File: config.mk
export PLATFORM = sky130hd
export DESIGN_NAME = ccull_queue
export DESIGN_NICKNAME = d
export VERILOG_FILES = /design/src/rtl/ccull_pkg.sv /design/src/rtl/ccull_queue.sv
export SDC_FILE = /design/constraint.sdc
export NUM_CORES = 1
export LEC_CHECK = 0
export ABC_CLOCK_PERIOD_IN_PS = 6660
export BUFFER_PORTS_ARGS = -buffer_cell sky130_fd_sc_hd__buf_2
export CAP_MARGIN = 20
export CORE_ASPECT_RATIO = 1.75
export CORE_MARGIN = 2
export CORE_UTILIZATION = 61
export CTS_CLUSTER_DIAMETER = 40
export DETAILED_ROUTE_END_ITERATION = 16
export MAX_ROUTING_LAYER = met4
export PLACE_DENSITY = 0.84
export SLEW_MARGIN = 20
export SYNTH_ARGS = -nofsm -noshare
export SYNTH_HDL_FRONTEND = slang
export SYNTH_SLANG_ARGS = --single-unit
File: constraint.sdc
create_clock -name aclk -period 6.66 [get_ports aclk]
set_clock_uncertainty 0.1 [all_clocks]
set_input_delay 1.332 -clock aclk [delete_from_list [all_inputs] [get_ports aclk]]
set_output_delay 1.332 -clock aclk [all_outputs]
set_load 0.005 [all_outputs]
File: src/rtl/ccull_pkg.sv
// Shared constants, field layouts and the queue entry type for the chunk cull block.
`timescale 1ns / 1ps
`default_nettype none

package ccull_pkg;

    // Chunk geometry
    localparam int CHUNK_WIDTH  = 16;
    localparam int CHUNK_HEIGHT = 256;

    // Field widths
    localparam int MODE_W   = 2;
    localparam int COORD_W  = 13;
    localparam int COUNT_W  = 24;
    localparam int BLOCK_W  = 17;
    localparam int ORIGIN_W = 17;
    localparam int CHUNKS_W = 16;
    localparam int BTOT_W   = 32;

    // List selector codes (the fourth code acts as combined)
    localparam logic [MODE_W-1:0] MODE_OPAQUE   = 2'd0;
    localparam logic [MODE_W-1:0] MODE_WATER    = 2'd1;
    localparam logic [MODE_W-1:0] MODE_COMBINED = 2'd2;

    // Configuration register indexes
    localparam int CFG_IDX_W  = 3;
    localparam int CFG_DATA_W = 64;
    localparam logic [CFG_IDX_W-1:0] REG_PLANE_LEFT   = 3'd0;
    localparam logic [CFG_IDX_W-1:0] REG_PLANE_RIGHT  = 3'd1;
    localparam logic [CFG_IDX_W-1:0] REG_PLANE_BOTTOM = 3'd2;
    localparam logic [CFG_IDX_W-1:0] REG_PLANE_TOP    = 3'd3;
    localparam logic [CFG_IDX_W-1:0] REG_PLANE_NEAR   = 3'd4;
    localparam logic [CFG_IDX_W-1:0] REG_PLANE_FAR    = 3'd5;
    localparam logic [CFG_IDX_W-1:0] REG_VIEW_SETUP   = 3'd6;
    localparam int NUM_PLANES = 6;

    // Plane register layout: nx, ny, nz Q1.10, d Q17.10
    localparam int PLANE_W = 64;
    localparam int NRM_W   = 12;
    localparam int DIST_W  = 28;
    localparam int NX_LSB  = 0;
    localparam int NY_LSB  = 12;
    localparam int NZ_LSB  = 24;
    localparam int D_LSB   = 36;

    // View setup layout
    localparam int VIEW_W       = 40;
    localparam int CAM_W        = 16;
    localparam int CAMX_LSB     = 0;
    localparam int CAMZ_LSB     = 16;
    localparam int RAD_W        = 6;
    localparam int RAD_LSB      = 32;
    localparam int DIST_EN_BIT  = 38;
    localparam int FRUST_EN_BIT = 39;

    // Box arithmetic widths
    localparam int CW_W    = $clog2(CHUNK_WIDTH + 1);
    localparam int CH_W    = $clog2(CHUNK_HEIGHT + 1);
    localparam int V_W     = COORD_W + CW_W + 1;
    localparam int PROD_W  = NRM_W + V_W;
    localparam int YPROD_W = NRM_W + CH_W + 1;
    localparam int SUM_BASE = (PROD_W > DIST_W) ? PROD_W : DIST_W;
    localparam int SUM_W   = SUM_BASE + 2;

    // Distance arithmetic widths
    localparam int DX_W   = CAM_W + 1;
    localparam int SQ_W   = 2 * DX_W;
    localparam int DSUM_W = SQ_W + 1;
    localparam int RSQ_W  = 2 * RAD_W;

    // Input stream layout
    localparam int S_CX_LSB    = 0;
    localparam int S_CZ_LSB    = S_CX_LSB + COORD_W;
    localparam int S_OC_LSB    = S_CZ_LSB + COORD_W;
    localparam int S_WC_LSB    = S_OC_LSB + COUNT_W;
    localparam int S_BC_LSB    = S_WC_LSB + COUNT_W;
    localparam int S_FIELDS_W  = S_BC_LSB + BLOCK_W;
    localparam int S_TDATA_W   = ((S_FIELDS_W + 7) / 8) * 8;
    localparam int S_MODE_LSB  = 0;
    localparam int S_FS_BIT    = S_MODE_LSB + MODE_W;
    localparam int S_TUSER_W   = ((S_FS_BIT + 1 + 7) / 8) * 8;

    // Result stream layout
    localparam int M_OX_LSB    = 0;
    localparam int M_OZ_LSB    = M_OX_LSB + ORIGIN_W;
    localparam int M_OC_LSB    = M_OZ_LSB + ORIGIN_W;
    localparam int M_WC_LSB    = M_OC_LSB + COUNT_W;
    localparam int M_BC_LSB    = M_WC_LSB + COUNT_W;
    localparam int M_CT_LSB    = M_BC_LSB + BLOCK_W;
    localparam int M_BT_LSB    = M_CT_LSB + CHUNKS_W;
    localparam int M_FIELDS_W  = M_BT_LSB + BTOT_W;
    localparam int M_TDATA_W   = ((M_FIELDS_W + 7) / 8) * 8;

    // Queue between classifier and tally unit (depth is a power of two)
    localparam int QDEPTH = 4;
    localparam int QPTR_W = $clog2(QDEPTH);
    localparam int QCNT_W = QPTR_W + 1;

    // One classified chunk on its way to the tally unit
    typedef struct packed {
        logic                keep;   // emit a draw item
        logic                tally;  // counts toward the frame totals
        logic                clear;  // clear the totals first
        logic [ORIGIN_W-1:0] origin_x;
        logic [ORIGIN_W-1:0] origin_z;
        logic [COUNT_W-1:0]  opaque_out;
        logic [COUNT_W-1:0]  water_out;
        logic [BLOCK_W-1:0]  blocks_out;
    } qent_t;

endpackage

`default_nettype wire

File: src/rtl/ccull_queue.sv
// Short queue of classified chunks between the classifier and the tally unit.
`timescale 1ns / 1ps
`default_nettype none

module ccull_queue (
    input  wire logic     aclk,
    input  wire logic     aresetn,
    input  wire logic     push_valid,
    output logic          push_ready,
    input  wire ccull_pkg::qent_t push_data,
    output logic          pop_valid,
    input  wire logic     pop_ready,
    output ccull_pkg::qent_t pop_data
);
    import ccull_pkg::*;

    qent_t             mem_reg [QDEPTH];
    logic [QPTR_W-1:0] wr_ptr_reg, rd_ptr_reg;
    logic [QCNT_W-1:0] count_reg;
    logic              do_push, do_pop;

    assign push_ready = (count_reg != QCNT_W'(QDEPTH));
    assign pop_valid  = (count_reg != '0);
    assign pop_data   = mem_reg[rd_ptr_reg];
    assign do_push    = push_valid && push_ready;
    assign do_pop     = pop_valid && pop_ready;

    always_ff @(posedge aclk) begin
        if (do_push) begin
            mem_reg[wr_ptr_reg] <= push_data;
        end
    end

    always_ff @(posedge aclk) begin
        if (!aresetn) begin
            wr_ptr_reg <= '0;
            rd_ptr_reg <= '0;
            count_reg  <= '0;
        end else begin
            if (do_push) begin
                wr_ptr_reg <= wr_ptr_reg + 1'b1;
            end
            if (do_pop) begin
                rd_ptr_reg <= rd_ptr_reg + 1'b1;
            end
            if (do_push && !do_pop) begin
                count_reg <= count_reg + 1'b1;
            end else if (do_pop && !do_push) begin
                count_reg <= count_reg - 1'b1;
            end
        end
    end

endmodule

`default_nettype wire

==> summary.txt <==
Max incr delay on CP - 940 ps
Final std cells w/o fill - 1,156
Post-CTS Setup Repair Bufs - 0
# nets final - 923
Register area share after synthesis - 0.819
Compound-Gate Fraction of Synth Area - 0.00264
Share of cells above drive strength 1 - 0.442
WL/cell - 24.8 um
CTS tree - yes
Post-synth top area cell - edfxtp_1
Die Wd - 123 um
Drc violations - 0
Congestion Overflow GR - 0
Syn avg cell area - 26.2 um2
Slew Limit Fails - 0
Main combinational cell family by area after synthesis - multiplexers
Hold_sp - wr_ptr_reg[0]$_SDFFE_PN0P_
Worst R2R Start - count_reg[0]$_SDFFE_PN0P_
Slowest-stage cell, CP - dfxtp_4
Synth Register Bits - 417
# setup viols final - 0
Number of flip-flops in the largest register - 408
Synth unique cells - 22
Root Buffer Master - clkbuf_16
Largest net degree at the start of global routing - 71
Worst R2R End - mem_reg[0][45]$_DFFE_PP_
DRT Pass-1 Iters - 5
Reg2reg setup slack - 3730 ps
Post-Synth Adder-Cell Area - 0.00544
Hold Path Depth - 2
Hold Path Class - reg2reg
H-tree levels - 2
CTS Hold Bufs - 0
CP endpoint kind - output pin
Most common cell after layout, fill and taps aside - edfxtp_1
FP Rows - 76
Max-cap violations - 0
Setup crit start kind - flip-flop
Worst slew pin tran - 1080 ps
Overall Power - 6590 uW
Highest-count cells in the layout ignoring fill and taps - 408 x edfxtp_1, 209 x buf_2, 102 x mux4_2, 37 x clkbuf_16, 11 x clkbuf_1
Slew headroom - 0.278
Via/cell ratio - 5.89
Synth Cell Area - 15,200 um2
Status - completed
Critical path cell sequence - buf_12, mux4_2, buf_2
XOR/XNOR Fraction of Synth Area - 0.00231
RSZ-0062 raised after global routing - false
Clk_lat worst skew - 500 ps
Share of the synthesized area in the top cell type - 0.807
CP Max Fanout - 58
Worst Hold Path EP - wr_ptr_reg[0]$_SDFFE_PN0P_
Mux share of post-synthesis cell area - 0.153
Routed Antenna Nets - 0
Area occupied by multi-input gates - 2590 um2
RD Place Congestion - 0.738
CTS max path bufs - 3
Ranking of synthesized cells by area - edfxtp_1 81%, mux4_2 15%, dfxtp_1 1.2%
Async set-reset flop share out of synthesis - 0
Main synth FF type - edfxtp_1
Mapped Nets - 692
Die Y - 213 um
Post-Synth Simple-Gate Area - 0.00601
Post-synth EDFFs - 408
Sequential Area - 12,400 um2
Core area - 24,500 um2
CTS sink cnt - 417
Setup TNS - 0 ps
Initial core utilization - 0.619
Minimum clock period - 4210 ps
Tcrit/Tclk final - 0.633
Post-Syn Instances - 580
Layout area overhead - 15.9%
Yosys warning total - 0
Vias in the first global route - 7,416
Port buffer count - 209
Dpl hpwl - 17,200 um
Tot GR Track Use - 0.228
Placed cell count - 1,084
Die area - 26,200 um2
# fillers - 1,423
Pwr dens - 374 nW/um2
Maximum clock rate - 237 MHz
CTS resizes - 0
Worst endpoint data arrival time - 2780 ps
Worst Setup Path Type - reg2out
Hold_ws - 430 ps
Maximum VDD drop - 0.000311 V
IO Count - 210
Final wirelength - 28,700 um
Initial DRC Count - 466
P_leak - 0.00585 uW
First-pass GRT wire length - 42,500 um
Clk pin slew, worst setup/hold paths - 60 ps
Total CTS buffers - 37
Final Hold Violating Endpoints - 0
R2R depth - 4
WP data required - 5230 ps
DR vias - 6,808
Antenna violations before repair - 10
Final core utilization - 0.717
[where the power goes]
| part | switching [uW] | internal [uW] | total, uW |
|---|---|---|---|
| Sequential | 167 | 3190 | 3360 |
| Clock | 849 | 1030 | 1870 |
| Combinational | 629 | 729 | 1360 |
| Total | 1650 | 4940 | 6590 |
[critical path: cells and delay by family (launching register included)]
kind                   cells  cell delay [ps]
flip-flops                 1              940
buffers and inverters      2              640
multiplexers               1              610
[per-stage QoR]
step	setup slack [ps]	area, um2
2_1_floorplan	2080	15200
3_3_place_gp	2940	16500
3_5_place_dp	2860	16500
4_1_cts	2360	17600
5_1_grt	2250	17600
6_report	2450	17600
[per-layer routing]
| layer | track usage | up-vias | share of wire |
|---|---|---|---|
| met5 | - | - | 0 |
| met4 | 0.107 | 0 | 0.042 |
| met3 | 0.0385 | 66 | 0.053 |
| met2 | 0.381 | 250 | 0.56 |
| met1 | 0.272 | 3532 | 0.35 |
| li1 | - | 2960 | - |
[synth_stat cells, types with 2 or more instances]
cell	n
dfxtp_1	9
or3_1	2
and2_1	8
buf_6	9
xnor2_1	3
mux4_2	102
ha_1	5
edfxtp_1	408
inv_1	3
nand2_1	5
buf_2	10
mux2i_1	3
clkbuf_1	4
[final cells by class]
class,count,share of cell area
well taps,312,0.0222
clock inverters,12,0.00412
inverters,3,0.000640
diodes,12,0.00171
multi-input cells,137,0.147
repair buffers,215,0.0627
flip-flops and latches,417,0.707
clock buffers,48,0.0550
[how the worst max path moves through the flow]
stage	from	endpoint	slack, ps	depth (start not counted)
floorplan	push_valid	mem_reg[0][0]$_DFFE_PP_	2080	2
global placement	flip-flop	pop_data[61]	2940	3
detailed placement	push_valid	mem_reg[0][42]$_DFFE_PP_	2860	4
CTS	flip-flop	pop_data[61]	2360	3
global route	flip-flop	pop_data[61]	2250	3
finish	flip-flop	pop_data[100]	2450	3
[cell families (layout without fill, tap and decap cells)]
kind of cell | after synthesis | count (layout)
DFF | 417 | 417
muxes | 105 | 105
buffers and inverters | 26 | 278
and+or+nand+nor | 17 | 17
adders and majority gates | 6 | 6
AOI/OAI and AO/OA | 5 | 5
xor gates and xnor gates | 4 | 4
other | 0 | 12
No activity file was read; power rests on OpenSTA's default activity.
