[config.mk]
export PLATFORM = sky130hd
export DESIGN_NAME = ccull_back
export DESIGN_NICKNAME = d
export VERILOG_FILES = /design/src/rtl/ccull_pkg.sv /design/src/rtl/ccull_back.sv
export SDC_FILE = /design/constraint.sdc
export NUM_CORES = 1
export LEC_CHECK = 0
export BUFFER_PORTS_ARGS = -buffer_cell sky130_fd_sc_hd__buf_2
export CORE_MARGIN = 3
export CORE_UTILIZATION = 54
export CTS_BUF_LIST = sky130_fd_sc_hd__clkbuf_4 sky130_fd_sc_hd__clkbuf_8
export CTS_CLUSTER_SIZE = 16
export DETAILED_ROUTE_END_ITERATION = 7
export HOLD_SLACK_MARGIN = 0.12
export PLACE_DENSITY = 0.94
export SLEW_MARGIN = 25
export SYNTH_ARGS = -nofsm -noshare
export SYNTH_HDL_FRONTEND = slang
export SYNTH_SLANG_ARGS = --single-unit
export TNS_END_PERCENT = 1
[constraint.sdc]
create_clock -name aclk -period 6.9 [get_ports aclk]
set_input_delay 1.38 -clock aclk [delete_from_list [all_inputs] [get_ports aclk]]
set_output_delay 1.38 -clock aclk [all_outputs]
set_load 0.005 [all_outputs]
[src/rtl/ccull_pkg.sv]
// Shared constants, field layouts and the queue entry type for the chunk cull block.
`timescale 1ns / 1ps
`default_nettype none

package ccull_pkg;

    // Chunk geometry
    localparam int CHUNK_WIDTH  = 16;
    localparam int CHUNK_HEIGHT = 256;

    // Field widths
    localparam int MODE_W   = 2;
    localparam int COORD_W  = 13;
    localparam int COUNT_W  = 24;
    localparam int BLOCK_W  = 17;
    localparam int ORIGIN_W = 17;
    localparam int CHUNKS_W = 16;
    localparam int BTOT_W   = 32;

    // List selector codes (the fourth code acts as combined)
    localparam logic [MODE_W-1:0] MODE_OPAQUE   = 2'd0;
    localparam logic [MODE_W-1:0] MODE_WATER    = 2'd1;
    localparam logic [MODE_W-1:0] MODE_COMBINED = 2'd2;

    // Configuration register indexes
    localparam int CFG_IDX_W  = 3;
    localparam int CFG_DATA_W = 64;
    localparam logic [CFG_IDX_W-1:0] REG_PLANE_LEFT   = 3'd0;
    localparam logic [CFG_IDX_W-1:0] REG_PLANE_RIGHT  = 3'd1;
    localparam logic [CFG_IDX_W-1:0] REG_PLANE_BOTTOM = 3'd2;
    localparam logic [CFG_IDX_W-1:0] REG_PLANE_TOP    = 3'd3;
    localparam logic [CFG_IDX_W-1:0] REG_PLANE_NEAR   = 3'd4;
    localparam logic [CFG_IDX_W-1:0] REG_PLANE_FAR    = 3'd5;
    localparam logic [CFG_IDX_W-1:0] REG_VIEW_SETUP   = 3'd6;
    localparam int NUM_PLANES = 6;

    // Plane register layout: nx, ny, nz Q1.10, d Q17.10
    localparam int PLANE_W = 64;
    localparam int NRM_W   = 12;
    localparam int DIST_W  = 28;
    localparam int NX_LSB  = 0;
    localparam int NY_LSB  = 12;
    localparam int NZ_LSB  = 24;
    localparam int D_LSB   = 36;

    // View setup layout
    localparam int VIEW_W       = 40;
    localparam int CAM_W        = 16;
    localparam int CAMX_LSB     = 0;
    localparam int CAMZ_LSB     = 16;
    localparam int RAD_W        = 6;
    localparam int RAD_LSB      = 32;
    localparam int DIST_EN_BIT  = 38;
    localparam int FRUST_EN_BIT = 39;

    // Box arithmetic widths
    localparam int CW_W    = $clog2(CHUNK_WIDTH + 1);
    localparam int CH_W    = $clog2(CHUNK_HEIGHT + 1);
    localparam int V_W     = COORD_W + CW_W + 1;
    localparam int PROD_W  = NRM_W + V_W;
    localparam int YPROD_W = NRM_W + CH_W + 1;
    localparam int SUM_BASE = (PROD_W > DIST_W) ? PROD_W : DIST_W;
    localparam int SUM_W   = SUM_BASE + 2;

    // Distance arithmetic widths
    localparam int DX_W   = CAM_W + 1;
    localparam int SQ_W   = 2 * DX_W;
    localparam int DSUM_W = SQ_W + 1;
    localparam int RSQ_W  = 2 * RAD_W;

    // Input stream layout
    localparam int S_CX_LSB    = 0;
    localparam int S_CZ_LSB    = S_CX_LSB + COORD_W;
    localparam int S_OC_LSB    = S_CZ_LSB + COORD_W;
    localparam int S_WC_LSB    = S_OC_LSB + COUNT_W;
    localparam int S_BC_LSB    = S_WC_LSB + COUNT_W;
    localparam int S_FIELDS_W  = S_BC_LSB + BLOCK_W;
    localparam int S_TDATA_W   = ((S_FIELDS_W + 7) / 8) * 8;
    localparam int S_MODE_LSB  = 0;
    localparam int S_FS_BIT    = S_MODE_LSB + MODE_W;
    localparam int S_TUSER_W   = ((S_FS_BIT + 1 + 7) / 8) * 8;

    // Result stream layout
    localparam int M_OX_LSB    = 0;
    localparam int M_OZ_LSB    = M_OX_LSB + ORIGIN_W;
    localparam int M_OC_LSB    = M_OZ_LSB + ORIGIN_W;
    localparam int M_WC_LSB    = M_OC_LSB + COUNT_W;
    localparam int M_BC_LSB    = M_WC_LSB + COUNT_W;
    localparam int M_CT_LSB    = M_BC_LSB + BLOCK_W;
    localparam int M_BT_LSB    = M_CT_LSB + CHUNKS_W;
    localparam int M_FIELDS_W  = M_BT_LSB + BTOT_W;
    localparam int M_TDATA_W   = ((M_FIELDS_W + 7) / 8) * 8;

    // Queue between classifier and tally unit (depth is a power of two)
    localparam int QDEPTH = 4;
    localparam int QPTR_W = $clog2(QDEPTH);
    localparam int QCNT_W = QPTR_W + 1;

    // One classified chunk on its way to the tally unit
    typedef struct packed {
        logic                keep;   // emit a draw item
        logic                tally;  // counts toward the frame totals
        logic                clear;  // clear the totals first
        logic [ORIGIN_W-1:0] origin_x;
        logic [ORIGIN_W-1:0] origin_z;
        logic [COUNT_W-1:0]  opaque_out;
        logic [COUNT_W-1:0]  water_out;
        logic [BLOCK_W-1:0]  blocks_out;
    } qent_t;

endpackage

`default_nettype wire

[src/rtl/ccull_back.sv]
// Tally unit: keeps the saturating frame totals and drives the registered result stream.
`timescale 1ns / 1ps
`default_nettype none

module ccull_back (
    input  wire logic                            aclk,
    input  wire logic                            aresetn,
    input  wire logic                            pop_valid,
    output logic                                 pop_ready,
    input  wire ccull_pkg::qent_t                pop_data,
    output logic                                 m_tvalid,
    input  wire logic                            m_tready,
    output logic [ccull_pkg::M_TDATA_W-1:0]      m_tdata
);
    import ccull_pkg::*;

    logic [CHUNKS_W-1:0]  chunks_tot_reg, chunks_tot_next;
    logic [BTOT_W-1:0]    blocks_tot_reg, blocks_tot_next;
    logic [CHUNKS_W-1:0]  chunks_base;
    logic [BTOT_W-1:0]    blocks_base;
    logic [BTOT_W:0]      blocks_sum;
    logic                 out_valid_reg;
    logic [M_TDATA_W-1:0] out_data_reg, out_data_next;
    logic                 fire;

    assign pop_ready = !out_valid_reg || m_tready;
    assign fire      = pop_valid && pop_ready;

    assign chunks_base = pop_data.clear ? '0 : chunks_tot_reg;
    assign blocks_base = pop_data.clear ? '0 : blocks_tot_reg;
    assign blocks_sum  = {1'b0, blocks_base} + (BTOT_W + 1)'(pop_data.blocks_out);

    always_comb begin
        chunks_tot_next = chunks_base;
        blocks_tot_next = blocks_base;
        if (pop_data.keep && pop_data.tally) begin
            if (chunks_base != '1) begin
                chunks_tot_next = chunks_base + 1'b1;
            end
            blocks_tot_next = blocks_sum[BTOT_W] ? '1 : blocks_sum[BTOT_W-1:0];
        end
    end

    always_comb begin
        out_data_next                           = '0;
        out_data_next[M_OX_LSB +: ORIGIN_W]     = pop_data.origin_x;
        out_data_next[M_OZ_LSB +: ORIGIN_W]     = pop_data.origin_z;
        out_data_next[M_OC_LSB +: COUNT_W]      = pop_data.opaque_out;
        out_data_next[M_WC_LSB +: COUNT_W]      = pop_data.water_out;
        out_data_next[M_BC_LSB +: BLOCK_W]      = pop_data.blocks_out;
        out_data_next[M_CT_LSB +: CHUNKS_W]     = chunks_tot_next;
        out_data_next[M_BT_LSB +: BTOT_W]       = blocks_tot_next;
    end

    always_ff @(posedge aclk) begin
        if (!aresetn) begin
            chunks_tot_reg <= '0;
            blocks_tot_reg <= '0;
            out_valid_reg  <= 1'b0;
        end else begin
            if (fire) begin
                chunks_tot_reg <= chunks_tot_next;
                blocks_tot_reg <= blocks_tot_next;
            end
            if (fire && pop_data.keep) begin
                out_valid_reg <= 1'b1;
            end else if (m_tready) begin
                out_valid_reg <= 1'b0;
            end
        end
    end

    always_ff @(posedge aclk) begin
        if (fire && pop_data.keep) begin
            out_data_reg <= out_data_next;
        end
    end

    assign m_tvalid = out_valid_reg;
    assign m_tdata  = out_data_reg;

endmodule

`default_nettype wire

==> out/metrics.cfg, run 1 <==
[cells_and_area]
fillers=1122
mostFrequentLayoutCell=buf_2
final_cell_area_um2=10500
largest_register_ffs=147
area_growth_pct=20.5
layout-drive-gt1-share_pct=32.3
finalNetCount=1103
mostFrequentLayoutCells=buf_2 (254), edfxtp_1 (147), nand2_1 (85)

[placement]
placedInstanceArea_um2=10100
gp_congestion=0.910
io_buffers=254
hpwl_um=15900

[logic_synthesis]
synth_edf_count=147
syn_avg_cell_area_um2=11.8
ys_ff_latch=196
ys_seq_area_share_pct=62.0
yosys_warnings=0
synth_ff_type=edfxtp_1
synth_cells=739
synth.distinct_cells=70
async_flop_share_pct=0
syn-cell-area_um2=8700

[global_route]
grt_antenna_before_repair=3
grt_max_degree=60
first_global_vias=6358
grt.overflow.total=0
grt_usage_pct=24.2
grt_pass1_wl_um=33500

[die]
core_area_um2=15500
start_util_pct=56.2
rows=45
die_h_um=133
die_w_um=133
pin_count=260
die_area_um2=17700

[drt]
wirelength_um=21900
post_drt_wl_per_cell_um=18.1
ant_nets=0
vias_per_cell=5.65
drc=0
drt-initial-drc-count=677
vias=6814
drt_pass1_iterations=5

[clocking]
cts_setup_buffers=0
clk_pin_slew_ns=0.11
ctsHoldBuffers=0
numCtsBuffers=17
clock_sinks=196
clkLatencyLatePin_ns=0.47
clock-root-buffer=clkbuf_8
h-tree-depth=4
cts_resized=0
cts_buffer_depth=2
cts_tree=built

[critical_path]
critPathLaunch=pop_data[99]
cp-start-kind=primary input
worst_ep_required_time_ns=7.32
critical_path.max_fanout=58
critPathKind=primary input to flip-flop
r2r_start=blocks_tot_reg[0]$_SDFFE_PN0P_
crit_arrival_ns=4.75
cp-end-kind=flip-flop

[outcome]
status=finished clean

[sta]
fin_crit_ns=4.33
skew_ns=0.0137
final_max_slew_viol_count=0
max_freq_ghz=0.231
worst_pin_slew_ns=0.770
slew_headroom_pct=48.7
setup_viol=0
fin_crit_sh_pct=62.8
tns_ns=0
finalHoldViolations=0
rsz0062_at_grt=no

[power_and_ir_drop]
vdd_drop_max_mv=0.118
power.density_nw_per_um2=214
p_leak_nw=4.08

[worst_hold_path]
min_from=blocks_tot_reg[2]$_SDFFE_PN0P_
worst_hold_path_type=flip-flop to flip-flop

[job]
cap_viol_max_count=0

per-stage QoR:
step	setup WS, ns	power [W]	hold WS, ns	util [%]	std cells
4_1_cts	2.67	0.00225	0.458	67.6	1202
6_report	2.57	0.00224	0.457	67.7	1205
5_1_grt	2.30	0.00233	0.473	67.7	1205
2_1_floorplan	1.37	0.00147	0.432	-	743
3_5_place_dp	2.18	0.00157	0.443	65.2	1170
3_3_place_gp	2.29	0.00156	0.437	65.2	1170
per-layer routing:
metal	part of all wire (%)	vias up	global-route usage, %
met5	0	-	0
met4	3.0	0	9.53
met3	7.4	45	4.79
met2	50	350	41.1
met1	39	3215	30.5
li1	-	3204	-
critical path: stages:
cell and delay [ns]:
buf_2 0.23, buf_4 0.53, nor2b_1 0.14, ha_1 0.45, nand2_1 0.13, nor3_1 0.41
a31oi_1 0.22, a21boi_2 0.48, nor2_1 0.26, a22oi_1 0.30, a31o_2 0.20
path summary, 6_finish.rpt:
kind                                          end  slack [ns]  cells after the start
hold reg to reg    blocks_tot_reg[2]$_SDFFE_PN0P_        0.46                      2
hold / removal     blocks_tot_reg[2]$_SDFFE_PN0P_        0.46                      2
setup reg to reg  blocks_tot_reg[17]$_SDFFE_PN0P_        3.56                     10
setup / recovery  blocks_tot_reg[17]$_SDFFE_PN0P_        2.57                     11
final cells by class:
class	instances	area [um^2]	area share [%]
timing repair buffer	261	1320	12.6
tap	211	264	2.52
inverter	10	37.5	0.358
sequential	196	5400	51.5
antenna	3	7.51	0.0716
clock inverter	15	141	1.35
multi-input combinational	492	3080	29.4
clock buffer	17	234	2.23
synthesized netlist by cell type (all sizes together) (3+ instances only):
library cell / number / area share [%]
and3: 7 / 0.50
a2111oi: 4 / 1.1
clkbuf: 28 / 1.3
nor4: 6 / 0.65
nand2b: 3 / 0.22
a21o: 14 / 1.2
a22oi: 5 / 0.43
inv: 10 / 0.43
dfxtp: 49 / 11
buf: 17 / 1.2
mux2i: 5 / 0.58
edfxtp: 147 / 51
xnor2: 17 / 1.7
ha: 18 / 2.6
or4: 4 / 0.35
o21a: 4 / 0.35
nand3: 12 / 0.75
a31o: 7 / 0.71
nand4: 11 / 0.86
a21oi: 62 / 3.6
a31oi: 16 / 1.2
a311oi: 5 / 0.50
xor2: 18 / 1.8
a21boi: 3 / 0.30
nor3: 15 / 0.92
o21ai: 34 / 2.0
nand3b: 3 / 0.26
and2: 6 / 0.43
nand2: 85 / 3.7
a211oi: 9 / 0.83
o2111ai: 3 / 0.30
nor2b: 25 / 1.8
o211ai: 3 / 0.32
nor2: 57 / 2.5
logic make-up after synthesis:
group	Yosys count	synth area share [%]
mux	6	0.705
compound gates	185	14.4
other cells	1	0.0431
buf+inv	55	2.83
fa+ha+maj	19	2.82
flops	196	62.0
xor+xnor	35	3.53
simple gates	242	13.6
power by group:
part           switching, W  internal [W]  total, W
Clock              0.000432      0.000266  0.000698
Sequential        0.0000157       0.00132   0.00133
Combinational      0.000126     0.0000818  0.000208
Note: power is estimated with default switching activity, not from simulation.
==> inputs of run 2 (changes only) <==
--- a/config.mk
+++ b/config.mk
@@ -5,14 +5,15 @@
 export SDC_FILE = /design/constraint.sdc
 export NUM_CORES = 1
 export LEC_CHECK = 0
+export ABC_AREA = 1
 export BUFFER_PORTS_ARGS = -buffer_cell sky130_fd_sc_hd__buf_2
 export CORE_MARGIN = 3
-export CORE_UTILIZATION = 54
+export CORE_UTILIZATION = 49
 export CTS_BUF_LIST = sky130_fd_sc_hd__clkbuf_4 sky130_fd_sc_hd__clkbuf_8
 export CTS_CLUSTER_SIZE = 16
 export DETAILED_ROUTE_END_ITERATION = 7
 export HOLD_SLACK_MARGIN = 0.12
-export PLACE_DENSITY = 0.94
+export PLACE_DENSITY = 0.89
 export SLEW_MARGIN = 25
 export SYNTH_ARGS = -nofsm -noshare
 export SYNTH_HDL_FRONTEND = slang
==> constraint.sdc (replaced) <==
create_clock -name aclk -period 3.6 [get_ports aclk]
set_input_delay 0.72 -clock aclk [delete_from_list [all_inputs] [get_ports aclk]]
set_output_delay 0.72 -clock aclk [all_outputs]
set_load 0.005 [all_outputs]
==> run 2 against run 1 <==
Effect of this change:
- clock-buffer cell count rose by 1
- die area rose by 19%
- hold slack got worse by 0.050 ns
- total power rose by 110%
- combinational power rose to 2.7 times the previous value
- wire length rose by 17%
- non-clock buffer count rose by 4
- setup slack got worse by 1.9 ns
- synthesized area rose by 8.8%
- clock power rose by 110%
- via count rose by 16%
==> out/metrics.cfg, run 2 <==
[logic_synthesis]
synth.distinct_cells=40
ys_top_cells_by_area=edfxtp_1 (47%), dfxtp_1 (10%), nand2_1 (10%), inv_1 (7.0%), nor2_1 (4.9%)
yosysMostFrequentCell=nand2_1
async_flop_share_pct=0
synthTopCellsByCount=nand2_1 (256), inv_1 (177), edfxtp_1 (147)
synth_top_area_cell=edfxtp_1
ys_seq_area_share_pct=57.0
synth_edf_count=147
synth_ff_type=edfxtp_1
synth_cells=1068
syn-cell-area_um2=9460
ys_ff_latch=196
syn_avg_cell_area_um2=8.86
yosys_warnings=0
synth_top_area_share_pct=46.7

[drt]
ant_nets=0
vias_per_cell=4.94
drc=0
vias=7911
drt_pass1_iterations=5
drt-initial-drc-count=614
wirelength_um=25500
post_drt_wl_per_cell_um=15.9

[worst_hold_path]
hold_depth=1
min_to=m_tdata[12]$_DFFE_PP_
min_from=pop_data[94]
worst_hold_path_type=primary input to flip-flop

[clocking]
clock-root-buffer=clkbuf_8
cts_buffer_depth=2
clock_sinks=196
ctsHoldBuffers=0
clk_pin_slew_ns=0.12
clkLatencyLatePin_ns=0.47
cts_setup_buffers=0
cts_tree=built
numCtsBuffers=17
h-tree-depth=4
cts_resized=0

[cells_and_area]
mostFrequentLayoutCells=nand2_1 (254), buf_2 (254), inv_1 (176)
fillers=1610
largest_register_ffs=147
utilization_pct=60.8
area_growth_pct=21.1
layout-drive-gt1-share_pct=25.1
finalNetCount=1445

[global_route]
grt_usage_pct=23.4
grt.overflow.total=0
grt_antenna_before_repair=7
first_global_vias=7521
grt_pass1_wl_um=39200
grt_max_degree=89

[critical_path]
critPathLaunch=pop_data[99]
ff2ff_path_depth=14
cp-end-kind=flip-flop
critPathKind=primary input to flip-flop
r2r_start=blocks_tot_reg[0]$_SDFFE_PN0P_
cp-start-kind=primary input
critical_path.max_fanout=18
crit_arrival_ns=3.16
timing.rr.end=m_tdata[123]$_DFFE_PP_
reg2reg_slack_ns=0.98
worst_ep_required_time_ns=3.83

[sta]
layout_setup_ws_ns=0.672
skew_ns=0.0197
fin_crit_sh_pct=81.3
whs_ns=0.407
worst_pin_slew_ns=0.591
max_freq_ghz=0.342
setup_viol=0
finalHoldViolations=0
slew_headroom_pct=60.3
final_max_slew_viol_count=0
rsz0062_at_grt=no
fin_crit_ns=2.93

[die]
die_area_um2=21000
rows=50
core_area_um2=18800
die_w_um=145
start_util_pct=50.2
pin_count=260
die_h_um=145

[power_and_ir_drop]
vdd_drop_max_mv=0.210
p_leak_nw=5.49
power.density_nw_per_um2=404

[outcome]
status=finished clean

[placement]
pre_cts_ws_ns=0.258
io_buffers=254
hpwl_um=19200
gp_congestion=0.942

[job]
cap_viol_max_count=0

[run 2: power breakdown]
part / total, W / internal (W) / switching [W]
combinational: 0.000563 / 0.000207 / 0.000356
sequential: 0.00260 / 0.00256 / 0.0000457
clock: 0.00146 / 0.000560 / 0.000903
total: 0.00463 / 0.00332 / 0.00131
[run 2: critical path, cell delays in order]
cell,delay [ns]
buf_2,0.39
nor2_1,0.10
ha_1,0.25
fa_1,0.41
nand2_1,0.10
nand2_1,0.08
nand3_1,0.09
nand2_1,0.12
nand2_1,0.11
nand3_2,0.13
nand2_2,0.34
nand2_1,0.11
o21ai_0,0.14
inv_1,0.06
[run 2: how the worst max path moves through the flow]
stage / endpoint
after floorplan: m_tdata[0]$_DFFE_PP_
after global placement: m_tdata[121]$_DFFE_PP_
after detailed placement: m_tdata[117]$_DFFE_PP_
after CTS: m_tdata[123]$_DFFE_PP_
after global routing: m_tdata[122]$_DFFE_PP_
final: m_tdata[123]$_DFFE_PP_
[run 2: routing by layer]
layer / wire [um] / track usage (%)
met1: 9880 / 27.0
met2: 13300 / 42.2
met3: 1590 / 4.72
met4: 654 / 10.2
met5: 0 / 0
[run 2: layout make-up]
class	instances	area (um^2)	share of cell area, %
inverters	179	684	5.98
well taps	260	325	2.84
flip-flops and latches	196	5400	47.1
clock buffers	18	248	2.16
clock inverters	14	185	1.62
repair buffers	265	1380	12.0
diodes	8	20.0	0.175
multi-input cells	661	3220	28.1
[run 2: cell families after synthesis]
kind of cell | share of synthesized area [%]
AO/OA/AOI/OAI | 6.48
XOR/XNOR | 1.39
adder cells (fa/ha/maj) | 2.59
buffers and inverters | 9.30
flip-flops | 57.0
other | 0.0396
AND/OR/NAND/NOR | 23.2
[run 2: metrics by stage]
stage	TNS, ns	area (um^2)	total power, W	cells
3_5_place_dp	0	11000	0.00321	1561
2_1_floorplan	-22.11	9520	0.00298	1072
5_1_grt	0	11500	0.00483	1601
6_report	0	11500	0.00463	1601
3_3_place_gp	0	11000	0.00319	1561
4_1_cts	0	11400	0.00466	1593
==> inputs of run 3 (changes only) <==
--- a/config.mk
+++ b/config.mk
@@ -5,15 +5,15 @@
 export SDC_FILE = /design/constraint.sdc
 export NUM_CORES = 1
 export LEC_CHECK = 0
-export ABC_AREA = 1
+export ABC_AREA = 0
 export BUFFER_PORTS_ARGS = -buffer_cell sky130_fd_sc_hd__buf_2
 export CORE_MARGIN = 3
-export CORE_UTILIZATION = 49
+export CORE_UTILIZATION = 54
 export CTS_BUF_LIST = sky130_fd_sc_hd__clkbuf_4 sky130_fd_sc_hd__clkbuf_8
 export CTS_CLUSTER_SIZE = 16
 export DETAILED_ROUTE_END_ITERATION = 7
 export HOLD_SLACK_MARGIN = 0.12
-export PLACE_DENSITY = 0.89
+export PLACE_DENSITY = 0.94
 export SLEW_MARGIN = 25
 export SYNTH_ARGS = -nofsm -noshare
 export SYNTH_HDL_FRONTEND = slang
==> constraint.sdc (replaced) <==
create_clock -name aclk -period 2.9 [get_ports aclk]
set_input_delay 0.58 -clock aclk [delete_from_list [all_inputs] [get_ports aclk]]
set_output_delay 0.58 -clock aclk [all_outputs]
set_load 0.005 [all_outputs]
==> run 3 against run 2 <==
Effect of this change:
- critical path depth is 3 lower
- clock skew shrank 0.0055 ns
- sequential cell count did not move
- design area is 2.4% lower
- die area is 16% lower
- clock-buffer cell count decreased by 1
- via count down 7.0%
- wire length decreased by 6.3%
- critical endpoint is now m_tdata[138]$_DFFE_PP_
- largest cell class unchanged
==> out/metrics.cfg, run 3 (synthesis results as in run 1) <==
[drt]
vias=7354
drc=0
post_drt_wl_per_cell_um=18.6
wirelength_um=23900
vias_per_cell=5.73
ant_nets=0
drt-initial-drc-count=733
drt_pass1_iterations=6

[global_route]
grt_antenna_before_repair=3
grt_usage_pct=26.5
grt_pass1_wl_um=37000
first_global_vias=7177
grt_max_degree=37
grt.overflow.total=0

[cells_and_area]
final_cell_area_um2=11200
regArea_um2=5400
fillers=1027
multi_input_area_um2=3140
area_growth_pct=28.5
mostFrequentLayoutCell=buf_2
largest_register_ffs=147
mostFrequentLayoutCells=buf_2 (253), edfxtp_1 (147), nand2_1 (85)
finalNetCount=1182
layout-drive-gt1-share_pct=38.5

[die]
die_area_um2=17700
rows=45
pin_count=260
die_h_um=133
start_util_pct=56.2
die_w_um=133
core_area_um2=15500

[clocking]
cts_buffer_depth=2
cts_resized=0
clock_sinks=196
cts_setup_buffers=0
clock-root-buffer=clkbuf_8
clk_pin_slew_ns=0.10
ctsHoldBuffers=0
cts_tree=built
h-tree-depth=4
clkLatencyLatePin_ns=0.46
numCtsBuffers=17

[sta]
fin_crit_sh_pct=96.1
finalHoldViolations=0
fin_crit_ns=2.79
rsz0062_at_grt=no
max_freq_ghz=0.359
final_max_slew_viol_count=0
setup_viol=0
skew_ns=0.0142
worst_pin_slew_ns=0.697
slew_headroom_pct=53.0

[placement]
hpwl_um=17300
io_buffers=254
gp_congestion=0.929
placedInstanceArea_um2=10800

[critical_path]
worst_ep_required_time_ns=3.11
ff2ff_path_depth=10
crit_arrival_ns=2.99
critical_path.max_fanout=17
cp-start-kind=primary input
reg2reg_slack_ns=0.17
critPathKind=primary input to flip-flop
cp-end-kind=flip-flop

[job]
cap_viol_max_count=0

[worst_hold_path]
worst_hold_path_type=primary input to flip-flop
hold_depth=1

[power_and_ir_drop]
finalPower_w=0.00542
p_leak_nw=4.47
power.density_nw_per_um2=485
vdd_drop_max_mv=0.297

[outcome]
status=finished clean

-- run 3: cell types whose count changed in the layout (fill, tap and decap cells not counted), sizes merged, moves of 36 or more --
| cell | previous run | this run |
|---|---|---|
| nand3 | 86 | 12 |
| inv | 185 | 17 |
| nor2 | 127 | 57 |
| buf | 265 | 339 |
| o21ai | 70 | 34 |
| nand2 | 262 | 85 |
-- run 3: area by class of cell --
type / instances / area share (%)
clock buffer: 17 / 2.09
antenna: 3 / 0.0672
timing repair buffer: 340 / 17.5
inverter: 10 / 0.336
sequential: 196 / 48.3
multi-input combinational: 492 / 28.1
tap: 211 / 2.36
clock inverter: 14 / 1.25
-- run 3: power breakdown --
group | internal, W | leakage (nW) | total, W | switching (W)
Clock | 0.000633 | 0.179 | 0.00167 | 0.00103
Sequential | 0.00313 | 1.77 | 0.00317 | 0.0000367
Combinational | 0.000247 | 2.52 | 0.000579 | 0.000333
Total | 0.00401 | 4.47 | 0.00542 | 0.00140
-- run 3: per-layer routing --
| metal | global-route usage, % | share of wire (%) | routed length, um |
|---|---|---|---|
| met5 | 0 | 0 | 0 |
| met4 | 12.2 | 4.0 | 950 |
| met3 | 4.56 | 7.5 | 1800 |
| met2 | 47.2 | 52 | 12400 |
| met1 | 31.1 | 36 | 8660 |
-- run 3: path summary, 6_finish.rpt --
kind                                                     start                        endpoint
worst max-delay path                              pop_data[99]          m_tdata[138]$_DFFE_PP_
worst min register to register  blocks_tot_reg[8]$_SDFFE_PN0P_  blocks_tot_reg[8]$_SDFFE_PN0P_
worst min-delay path                              pop_data[92]           m_tdata[10]$_DFFE_PP_
worst max register to register  blocks_tot_reg[1]$_SDFFE_PN0P_          m_tdata[138]$_DFFE_PP_
-- run 3: metrics by stage --
step / util, % / setup TNS [ns] / setup WS (ns) / std cells / hold WS (ns)
after floorplan: - / -0.976 / -0.105 / 743 / 0.432
after global placement: 69.6 / -13.68 / -0.290 / 1249 / 0.437
after detailed placement: 69.6 / -22.22 / -0.435 / 1249 / 0.442
after CTS: 72.0 / 0 / 0.0411 / 1280 / 0.264
after global routing: 72.2 / 0 / 0.000720 / 1283 / 0.255
final: 72.2 / 0 / 0.114 / 1283 / 0.285
-- run 3: critical path, stage by stage --
cell	delay [ns]
clkbuf_4	0.24
nor2b_1	0.25
ha_1	0.29
a211oi_1	0.25
o21bai_1	0.15
o21ai_1	0.23
a31o_2	0.40
buf_4	0.18
a21oi_1	0.09
o21ai_0	0.22
o21bai_1	0.10
